==> src/hdl/apq_pkg.sv <==
// Shared types and constants for the unsorted-array minimum priority queue.
// No dependencies; used by apq_front, apq_core and the top level.
`default_nettype none

package apq_pkg;

    localparam int DATA_W = 32;
    localparam int OCC_W  = 5;

    typedef enum logic {
        OP_ENQ = 1'b0,
        OP_DEQ = 1'b1
    } op_t;

    typedef enum logic [1:0] {
        ST_ENQ   = 2'd0,
        ST_FULL  = 2'd1,
        ST_DEQ   = 2'd2,
        ST_EMPTY = 2'd3
    } status_t;

    typedef enum logic [1:0] {
        S_IDLE,
        S_SCAN,
        S_DRAIN,
        S_WRITE
    } state_t;

    typedef struct packed {
        op_t              op;
        logic [DATA_W-1:0] value;
        logic [DATA_W-1:0] entry_pri;
    } item_t;

endpackage

`default_nettype wire

==> src/hdl/array_min_priority_queue.sv <==
// Enqueue, full and empty: the word passes the input queue and then the output register; one
// word per cycle while the output is free. Dequeue: a pop step, a scan of every entry held
// through the single read port of the entry store, a drain step for the read latency and a
// step to write the last entry into the vacated slot; no other word is taken meanwhile.
// Output stalls hold the write step; a two-entry input queue decouples the input.
// Reset (aresetn low, synchronous) empties the queue; stored entries are not cleared.
`default_nettype none

module array_min_priority_queue #(
    parameter int DEPTH = 16
) (
    input  wire logic         aclk,
    input  wire logic         aresetn,
    input  wire logic         s_tvalid,
    output logic              s_tready,
    input  wire logic [63:0]  s_tdata,   // [31:0] value, [63:32] priority_req
    input  wire logic [0:0]   s_tuser,   // [0] command
    output logic              m_tvalid,
    input  wire logic         m_tready,
    output logic [71:0]       m_tdata,   // [31:0] out_value, [63:32] out_priority,
                                         // [68:64] occupancy, [71:69] zero
    output logic [1:0]        m_tuser    // [1:0] status
);

    logic           item_valid;
    logic           item_pop;
    apq_pkg::item_t item;

    apq_front u_front (
        .aclk       (aclk),
        .aresetn    (aresetn),
        .s_tvalid   (s_tvalid),
        .s_tready   (s_tready),
        .s_tdata    (s_tdata),
        .s_tuser    (s_tuser[0]),
        .item_valid (item_valid),
        .item       (item),
        .item_pop   (item_pop)
    );

    apq_core #(
        .DEPTH (DEPTH)
    ) u_core (
        .aclk       (aclk),
        .aresetn    (aresetn),
        .item_valid (item_valid),
        .item       (item),
        .item_pop   (item_pop),
        .m_tvalid   (m_tvalid),
        .m_tready   (m_tready),
        .m_tdata    (m_tdata),
        .m_tuser    (m_tuser)
    );

endmodule

`default_nettype wire

==> src/hdl/apq_front.sv <==
// Front end: accepts input words, decodes the command and buffers them
// in a two-entry queue for the back end. Depends on apq_pkg.
`default_nettype none

module apq_front (
    input  wire logic                       aclk,
    input  wire logic                       aresetn,
    input  wire logic                       s_tvalid,
    output logic                            s_tready,
    input  wire logic [2*apq_pkg::DATA_W-1:0] s_tdata,
    input  wire logic                       s_tuser,
    output logic                            item_valid,
    output apq_pkg::item_t                  item,
    input  wire logic                       item_pop
);

    apq_pkg::item_t buf_reg [2];
    logic           wr_ptr_reg, wr_ptr_next;
    logic           rd_ptr_reg, rd_ptr_next;
    logic [1:0]     count_reg, count_next;
    apq_pkg::item_t in_item;
    logic           push;

    always_comb begin
        in_item.op        = s_tuser ? apq_pkg::OP_DEQ : apq_pkg::OP_ENQ;
        in_item.value     = s_tdata[apq_pkg::DATA_W-1:0];
        in_item.entry_pri = s_tdata[2*apq_pkg::DATA_W-1:apq_pkg::DATA_W];
    end

    assign s_tready   = (count_reg != 2'd2);
    assign push       = s_tvalid && s_tready;
    assign item_valid = (count_reg != 2'd0);
    assign item       = buf_reg[rd_ptr_reg];

    always_comb begin
        wr_ptr_next = push ? ~wr_ptr_reg : wr_ptr_reg;
        rd_ptr_next = item_pop ? ~rd_ptr_reg : rd_ptr_reg;
        count_next  = count_reg + {1'b0, push} - {1'b0, item_pop};
    end

    always_ff @(posedge aclk) begin
        if (!aresetn) begin
            wr_ptr_reg <= 1'b0;
            rd_ptr_reg <= 1'b0;
            count_reg  <= 2'd0;
        end else begin
            wr_ptr_reg <= wr_ptr_next;
            rd_ptr_reg <= rd_ptr_next;
            count_reg  <= count_next;
        end
    end

    always_ff @(posedge aclk) begin
        if (push) begin
            buf_reg[wr_ptr_reg] <= in_item;
        end
    end

endmodule

`default_nettype wire

==> src/hdl/apq_core.sv <==
// Back end: entry store, fill count, sequential minimum scan and the
// output register. Depends on apq_pkg.
`default_nettype none

module apq_core #(
    parameter int DEPTH = 16
) (
    input  wire logic                  aclk,
    input  wire logic                  aresetn,
    input  wire logic                  item_valid,
    input  wire apq_pkg::item_t        item,
    output logic                       item_pop,
    output logic                       m_tvalid,
    input  wire logic                  m_tready,
    output logic [71:0]                m_tdata,
    output logic [1:0]                 m_tuser
);

    localparam int AW = $clog2(DEPTH);
    localparam int CW = $clog2(DEPTH + 1);
    localparam int EW = 2 * apq_pkg::DATA_W;
    localparam int W  = apq_pkg::DATA_W;

    // entry store: {priority, value}
    logic [EW-1:0] mem [DEPTH];

    logic          mem_we;
    logic [AW-1:0] mem_waddr;
    logic [EW-1:0] mem_wdata;
    logic          mem_re;

    apq_pkg::state_t state_reg, state_next;
    logic [CW-1:0]   count_reg, count_next;
    logic [AW-1:0]   scan_idx_reg, scan_idx_next;
    logic            rd_valid_reg, rd_valid_next;
    logic [AW-1:0]   rd_idx_reg;
    logic [EW-1:0]   rd_data_reg;
    logic [AW-1:0]   best_idx_reg, best_idx_next;
    logic [W-1:0]    best_val_reg, best_val_next;
    logic [W-1:0]    best_pri_reg, best_pri_next;

    logic                  m_valid_reg, m_valid_next;
    apq_pkg::status_t      status_reg, status_next;
    logic [W-1:0]          out_val_reg, out_val_next;
    logic [W-1:0]          out_pri_reg, out_pri_next;
    logic [apq_pkg::OCC_W-1:0] occ_reg, occ_next;

    logic          out_free;
    logic [AW-1:0] last_idx;
    logic [CW-1:0] count_dec;
    logic [W-1:0]  rd_val;
    logic [W-1:0]  rd_pri;
    logic          take;

    assign out_free  = !m_valid_reg || m_tready;
    assign count_dec = count_reg - CW'(1);
    assign last_idx  = count_dec[AW-1:0];
    assign rd_val    = rd_data_reg[W-1:0];
    assign rd_pri    = rd_data_reg[EW-1:W];
    // later entry wins ties: replace when new <= best
    assign take      = (rd_idx_reg == '0) || ($signed(rd_pri) <= $signed(best_pri_reg));

    always_comb begin
        state_next    = state_reg;
        count_next    = count_reg;
        scan_idx_next = scan_idx_reg;
        rd_valid_next = 1'b0;
        best_idx_next = best_idx_reg;
        best_val_next = best_val_reg;
        best_pri_next = best_pri_reg;
        m_valid_next  = m_tready ? 1'b0 : m_valid_reg;
        status_next   = status_reg;
        out_val_next  = out_val_reg;
        out_pri_next  = out_pri_reg;
        occ_next      = occ_reg;
        item_pop      = 1'b0;
        mem_we        = 1'b0;
        mem_waddr     = count_reg[AW-1:0];
        mem_wdata     = {item.entry_pri, item.value};
        mem_re        = 1'b0;

        if (rd_valid_reg && take) begin
            best_idx_next = rd_idx_reg;
            best_val_next = rd_val;
            best_pri_next = rd_pri;
        end

        unique case (state_reg)
            apq_pkg::S_IDLE: begin
                if (item_valid && out_free) begin
                    item_pop     = 1'b1;
                    out_val_next = '0;
                    out_pri_next = '0;
                    priority if (item.op == apq_pkg::OP_ENQ) begin
                        m_valid_next = 1'b1;
                        if (count_reg == CW'(DEPTH)) begin
                            status_next = apq_pkg::ST_FULL;
                            occ_next    = apq_pkg::OCC_W'(count_reg);
                        end else begin
                            mem_we      = 1'b1;
                            count_next  = count_reg + CW'(1);
                            status_next = apq_pkg::ST_ENQ;
                            occ_next    = apq_pkg::OCC_W'(count_next);
                        end
                    end else if (count_reg == '0) begin
                        m_valid_next = 1'b1;
                        status_next  = apq_pkg::ST_EMPTY;
                        occ_next     = apq_pkg::OCC_W'(count_reg);
                    end else begin
                        scan_idx_next = '0;
                        state_next    = apq_pkg::S_SCAN;
                    end
                end
            end
            apq_pkg::S_SCAN: begin
                mem_re        = 1'b1;
                rd_valid_next = 1'b1;
                scan_idx_next = scan_idx_reg + AW'(1);
                if (scan_idx_reg == last_idx) begin
                    state_next = apq_pkg::S_DRAIN;
                end
            end
            apq_pkg::S_DRAIN: begin
                // last entry is being compared; rd_data_reg keeps it
                state_next = apq_pkg::S_WRITE;
            end
            apq_pkg::S_WRITE: begin
                if (out_free) begin
                    mem_we       = 1'b1;
                    mem_waddr    = best_idx_reg;
                    mem_wdata    = rd_data_reg;
                    count_next   = count_dec;
                    m_valid_next = 1'b1;
                    status_next  = apq_pkg::ST_DEQ;
                    out_val_next = best_val_reg;
                    out_pri_next = best_pri_reg;
                    occ_next     = apq_pkg::OCC_W'(count_dec);
                    state_next   = apq_pkg::S_IDLE;
                end
            end
            default: state_next = apq_pkg::S_IDLE;
        endcase
    end

    always_ff @(posedge aclk) begin
        if (!aresetn) begin
            state_reg    <= apq_pkg::S_IDLE;
            count_reg    <= '0;
            rd_valid_reg <= 1'b0;
            m_valid_reg  <= 1'b0;
        end else begin
            state_reg    <= state_next;
            count_reg    <= count_next;
            rd_valid_reg <= rd_valid_next;
            m_valid_reg  <= m_valid_next;
        end
    end

    always_ff @(posedge aclk) begin
        scan_idx_reg <= scan_idx_next;
        rd_idx_reg   <= scan_idx_reg;
        best_idx_reg <= best_idx_next;
        best_val_reg <= best_val_next;
        best_pri_reg <= best_pri_next;
        status_reg   <= status_next;
        out_val_reg  <= out_val_next;
        out_pri_reg  <= out_pri_next;
        occ_reg      <= occ_next;
    end

    always_ff @(posedge aclk) begin
        if (mem_we) begin
            mem[mem_waddr] <= mem_wdata;
        end
        if (mem_re) begin
            rd_data_reg <= mem[scan_idx_reg];
        end
    end

    assign m_tvalid = m_valid_reg;
    assign m_tuser  = status_reg;
    assign m_tdata  = {3'b000, occ_reg, out_pri_reg, out_val_reg};

endmodule

`default_nettype wire
==> config.mk <==
export PLATFORM = sky130hd
export DESIGN_NAME = array_min_priority_queue
export DESIGN_NICKNAME = d
export VERILOG_FILES = /design/src/hdl/apq_pkg.sv /design/src/hdl/array_min_priority_queue.sv /design/src/hdl/apq_front.sv /design/src/hdl/apq_core.sv
export SDC_FILE = /design/constraint.sdc
export NUM_CORES = 1
export LEC_CHECK = 0
export ABC_AREA = 1
export BUFFER_PORTS_ARGS = -buffer_cell sky130_fd_sc_hd__buf_4
export CORE_MARGIN = 2
export CORE_UTILIZATION = 56
export CTS_CLUSTER_DIAMETER = 40
export CTS_CLUSTER_SIZE = 8
export DETAILED_ROUTE_END_ITERATION = 12
export PLACE_DENSITY = 0.76
export SLEW_MARGIN = 20
export SYNTH_ARGS = -nofsm -noshare
export SYNTH_HDL_FRONTEND = slang
export SYNTH_SLANG_ARGS = --single-unit
==> constraint.sdc <==
create_clock -name aclk -period 6.1 [get_ports aclk]
set_input_delay 1.22 -clock aclk [delete_from_list [all_inputs] [get_ports aclk]]
set_output_delay 1.22 -clock aclk [all_outputs]
set_load 0.005 [all_outputs]
Word level (Yosys, flattened, before mapping)
Memories as Yosys holds them, arrays and structs flattened. A register that Yosys moved wholly into a read port is not among the register bits.
Index checks and enable logic that the tools add are counted.
Cells by class
  $add $sub $neg: 5
  $lt $le $gt $ge: 1
  eq/ne operators: 13
  mux-type cells: 55
  bitwise gates (word level): 2
  reductions and logical operators: 17
Operators with widths (count)
  $mux 64: 2
  $pmux 32 s2: 2
  $mux 32: 3
  $mux 5: 7
  $le 32x32->1: 1
  $mux 1: 20
  $mux 4: 5
  $pmux 5 s2: 2
  $mux 2: 9
  $reduce_and 4->1: 3
  $ne 2x1->1 const B: 4
  $pmux 2 s4: 1
  $pmux 4 s2: 1
  $ne 2x2->1 const B: 3
  $reduce_bool 2->1: 3
  $add 5x1->5 const B: 1
  $eq 5x5->1 const B: 1
  $logic_not 5->1: 1
  $reduce_and 5->1: 1
  $sub 5x1->5 const B: 1
  $add 4x1->4 const B: 1
  $eq 2x2->1 const B: 2
  $eq 4x4->1: 1
  $logic_not 4->1: 1
  other kinds (12): 17
Storage, ports and cells
  register bits: 160
  memory bits (writable): 1154
  input bits: 69
  output and inout port bits: 76
  logic and storage cells: 111
  memories: 2
Memory list
  u_core.mem: depth 16, bits a word 64, read ports 1, clocked after memory_dff 1, wr ports 1, line apq_core.sv:25  | logic [EW-1:0] mem [DEPTH];
  u_front.buf_reg: depth 2, bits a word 65, read ports 1, clocked after memory_dff 1, wr ports 1, line apq_front.sv:17  | apq_pkg::item_t buf_reg [2];

Depth between registers and ports, before layout
  word-level depth: 7
  mapped depth: 16
  gate-level depth less buffers: 16

Cells and area by module
Synthesis repeated with hierarchy kept, for this count alone.
Unflattened totals
  cell total of the unflattened synthesis: 3659
  area, all modules: 55550.8 um^2
By module, submodules not included
  apq_core: times used 1, cells an instance 3425, area an instance 50429.6 um^2, sequential area each 37225.7 um^2
  apq_front: times used 1, cells an instance 234, area an instance 5121.2 um^2, sequential area each 4003.8 um^2

Least setup slack after synthesis
OpenSTA, ideal clock, no wires.
  path kind: input port to flip-flop
  start point: input m_tready
  end point: memory u_core.mem[0][0] in the netlist's numbering, enable pin
  setup time: 487 ps
  arrival: 4696 ps
  required time: 5613 ps
  setup slack: 918 ps
  stages on the path: 8
  buffers on the path: 1
  cell sequence: nor2_2 inv_2 nand2_1 buf_2 nand2_1 o21ai_0 nand3_1 nor2_1
On the way
  cells in the longest elaborated chain, start to end: 6
  elaborated cells between the ends (all ways): 9
  those cells by class: mux (7); reduce/logical (2)
RTL lines
  start: declaration: line array_min_priority_queue.sv:19  | input wire logic m_tready,
  $logic_or 1x1->1 *: line apq_core.sv:55  | assign out_free = !m_valid_reg || m_tready;
  $logic_and 1x1->1: line apq_core.sv:90  | if (item_valid && out_free) begin
  $mux 1: line apq_core.sv:90
  $pmux 1 s2: line apq_core.sv:88  | unique case (state_reg)
  $mux 1: line apq_core.sv:172  | if (mem_we) begin
  $mux 1 (not written as such): line apq_core.sv:173  | mem[mem_waddr] <= mem_wdata;
  end: declaration: line apq_core.sv:25
Mark *: on every way between the ends. The rest lies on a longest branch, timed or not.

==> out/summary.txt <==
post-synth top area share = 76.4%
post-synthesis area per instance = 13.5 um^2
sequential power share = 41.3%
xor/xnor share of the synthesized area = 0.164%
Residual DRC = 0
Register-to-Register Setup Slack = 2120 ps
Layout fillers = 6371
combinational share of power = 28.3%
Unique masters post-synth = 38
setup_tns = 0 ps
switch share = 34.0%
post_cts resized = 0
sequential area share after synthesis = 77.1%
Crit. End Element = flip-flop
pin count of the biggest net entering global routing = 223
synth top area cells = edfxtp_1 (76%), o21ai_0 (5.1%), nor2_1 (5.1%)
mux cell area share after synthesis = 0%
Multi-input gate area = 11000 um^2
Post-CTS Setup Bufs = 0
I/O pin count = 145
htree depth = 4
min-delay src = u_core.rd_idx_reg[3]
Mapped Area = 53500 um^2
initial core utilization = 56.4%
layout cells sized above 1 = 12.4%
Die Span X = 313 um
slowest stage delay, CP = 920 ps
slowest CP cell = nor2_4
reg2reg end = u_core.mem[5][63]
max-cap violation count = 0
die area = 98000 um^2
starting DRC count in detailed routing = 5510
most common cell after layout, fill and taps aside = edfxtp_1
fin cells = 5443
crit-path cells = inv_2, nand2_1, nand2_2, inv_2, nand2_1, inv_1, nand2_1, a21oi_2, nand3_1, nor2_4, buf_12
most frequent cells in the layout = edfxtp_1 (1361), nor2_1 (704), o21ai_0 (544), o22ai_1 (307), nand2_1 (296)
Worst Hold End = u_core.best_idx_reg[3]
Synth Area in Simple Gates = 7.45%
internal cell power = 21400 uW
worst hold stages = 0
power per cell area = 524 nW/um^2
first-pass GRT wire length = 200 mm
CTS Buf Count = 198
Worst-Skew Late Latency = 790 ps
Rel. slew slack = 25.6%
clock root buffer = clkbuf_16
synth warn = 0
nets = 4225
Placer Congestion = 0.857
worst setup margin = 2120 ps
outcome = completed
pre-CTS setup slack = 1820 ps
vias post-DR = 34000
R2R cell count = 11
Top cell by count, worst path = nand2_1
CTS Hold Buffers Added = 0
synthesized instance count = 3958
period utilization = 65.2%
Total Routing Usage GR = 27.2%
Overflow after GRT = 0
crit path time final = 3980 ps
VDD IR max = 438 uV
Die Y-Extent = 313 um
detailed-route wire length per cell = 24.8 um
remaining antenna violation count after routing = 0
Critical Path AT = 4420 ps
area delta synth->final = 15.5%
slew of the pin with the lowest slew margin = 1110 ps
Yosys reg bits = 1379
final core occ = 65.1%
Clock Power Share = 30.3%
critical path fanouts, max = 25
CP startpoint kind = flip-flop
antenna violations before repair = 2
area leader, netlist = edfxtp_1
Final setup violation count = 0
Core ar. = 94900 um^2
Register Area = 41200 um^2
type of the worst setup path = reg2reg
Post-Synth Adder-Cell Area = 0.959%
Final HPWL DP = 66.6 mm
row cnt = 113
CTS sink count = 1379
Port Buffers = 141
dpl cells = 5179
CTS tree = yes
Psw = 11000 uW
Worst-path clk slew = 50 ps
highest clock rate = 252 MHz
Leak = 0.0211 uW
max FFs per register = 1024
Clock Skew = 61.1 ps
vias in the first global route = 33100
worst hold path class = reg2reg
via density per instance = 6.24
main combinational cell family by area after synthesis = compound AO/OA/AOI/OAI gates
CP required = 6540 ps
final slew viol count = 0
RSZ-0062 raised after global routing = false
TritonRoute pass-1 iters = 6
drt total wl = 135 mm
Final Hold Viols = 0
deepest clock path buffer count = 3
Synth Area in Compound Gates = 11.1%
## kinds of logic after synthesis
family / count (synthesis)
AND/OR/NAND/NOR: 1045
buffers and inverters: 396
adder cells (fa/ha/maj): 41
AO/OA/AOI/OAI: 1086
flip-flops: 1379
XOR/XNOR: 10
other: 1
## layer usage
layer | share of wire, % | wire [um] | GRT usage, %
met4 | 3.1 | 4190 | 10.2
met3 | 12 | 16700 | 6.27
met1 | 38 | 51400 | 38.5
met5 | 0 | 0 | 0
met2 | 46 | 62500 | 41.8
## area by class of cell
cell class / count / share of cell area [%]
Antenna cell: 1 / 0.00405
Clock buffer: 232 / 8.23
Clock inverter: 30 / 0.774
Inverter: 142 / 0.899
Multi-Input combinational cell: 2185 / 17.8
Sequential cell: 1379 / 66.7
Tap cell: 1265 / 2.56
Timing Repair Buffer: 209 / 2.97
## worst max-delay path by stage
stage | start | cells after the start | end | slack [ps]
3_5_place_dp | m_tready | 9 | u_core.mem[4][23] | 1820
3_3_place_gp | m_tready | 9 | u_core.mem[4][23] | 1880
2_1_floorplan | m_tready | 8 | u_core.mem[0][0] | 920
5_1_grt | flip-flop | 11 | u_core.mem[4][42] | 2000
6_report | flip-flop | 11 | u_core.mem[5][63] | 2120
4_1_cts | flip-flop | 11 | u_core.mem[4][42] | 2120
## critical path, delay by kind of cell, from the launching register on
kind	cells	cell delay, ps
AO/OA/AOI/OAI	1	320
buffers and inverters	4	890
flip-flops	1	610
AND/OR/NAND/NOR	6	1760
## per-stage QoR
stage	total power, uW	hold slack, ps	cell area (um^2)
3_3_place_gp	22100	421	56000
4_1_cts	32200	427	61500
3_5_place_dp	22300	429	56000
6_report	32400	430	61800
5_1_grt	33700	441	61800
2_1_floorplan	19100	390	53500
## synth_stat cells (all sizes together)
master     n
a211oi     1
a21o       2
a21oi     52
a22oi     13
a31oi     68
buf      118
clkbuf   136
clkinv     2
conb       1
dfxtp     18
edfxtp  1361
ha        41
inv      140
nand2    298
nand3     12
nand4      4
nor2     726
nor3       2
nor4       1
o21a       4
o21ai    639
o22ai    307
or2        2
xnor2      2
xor2       8
## power groups by stage
stage / clock (uW) / combinational [uW] / sequential (uW)
after floorplan: 0 / 5770 / 13400
after global placement: 0 / 8560 / 13500
after detailed placement: 0 / 8810 / 13500
after CTS: 9890 / 8940 / 13400
after global routing: 10300 / 9950 / 13500
final: 9820 / 9180 / 13400
Power figures use the tool's default switching activity.
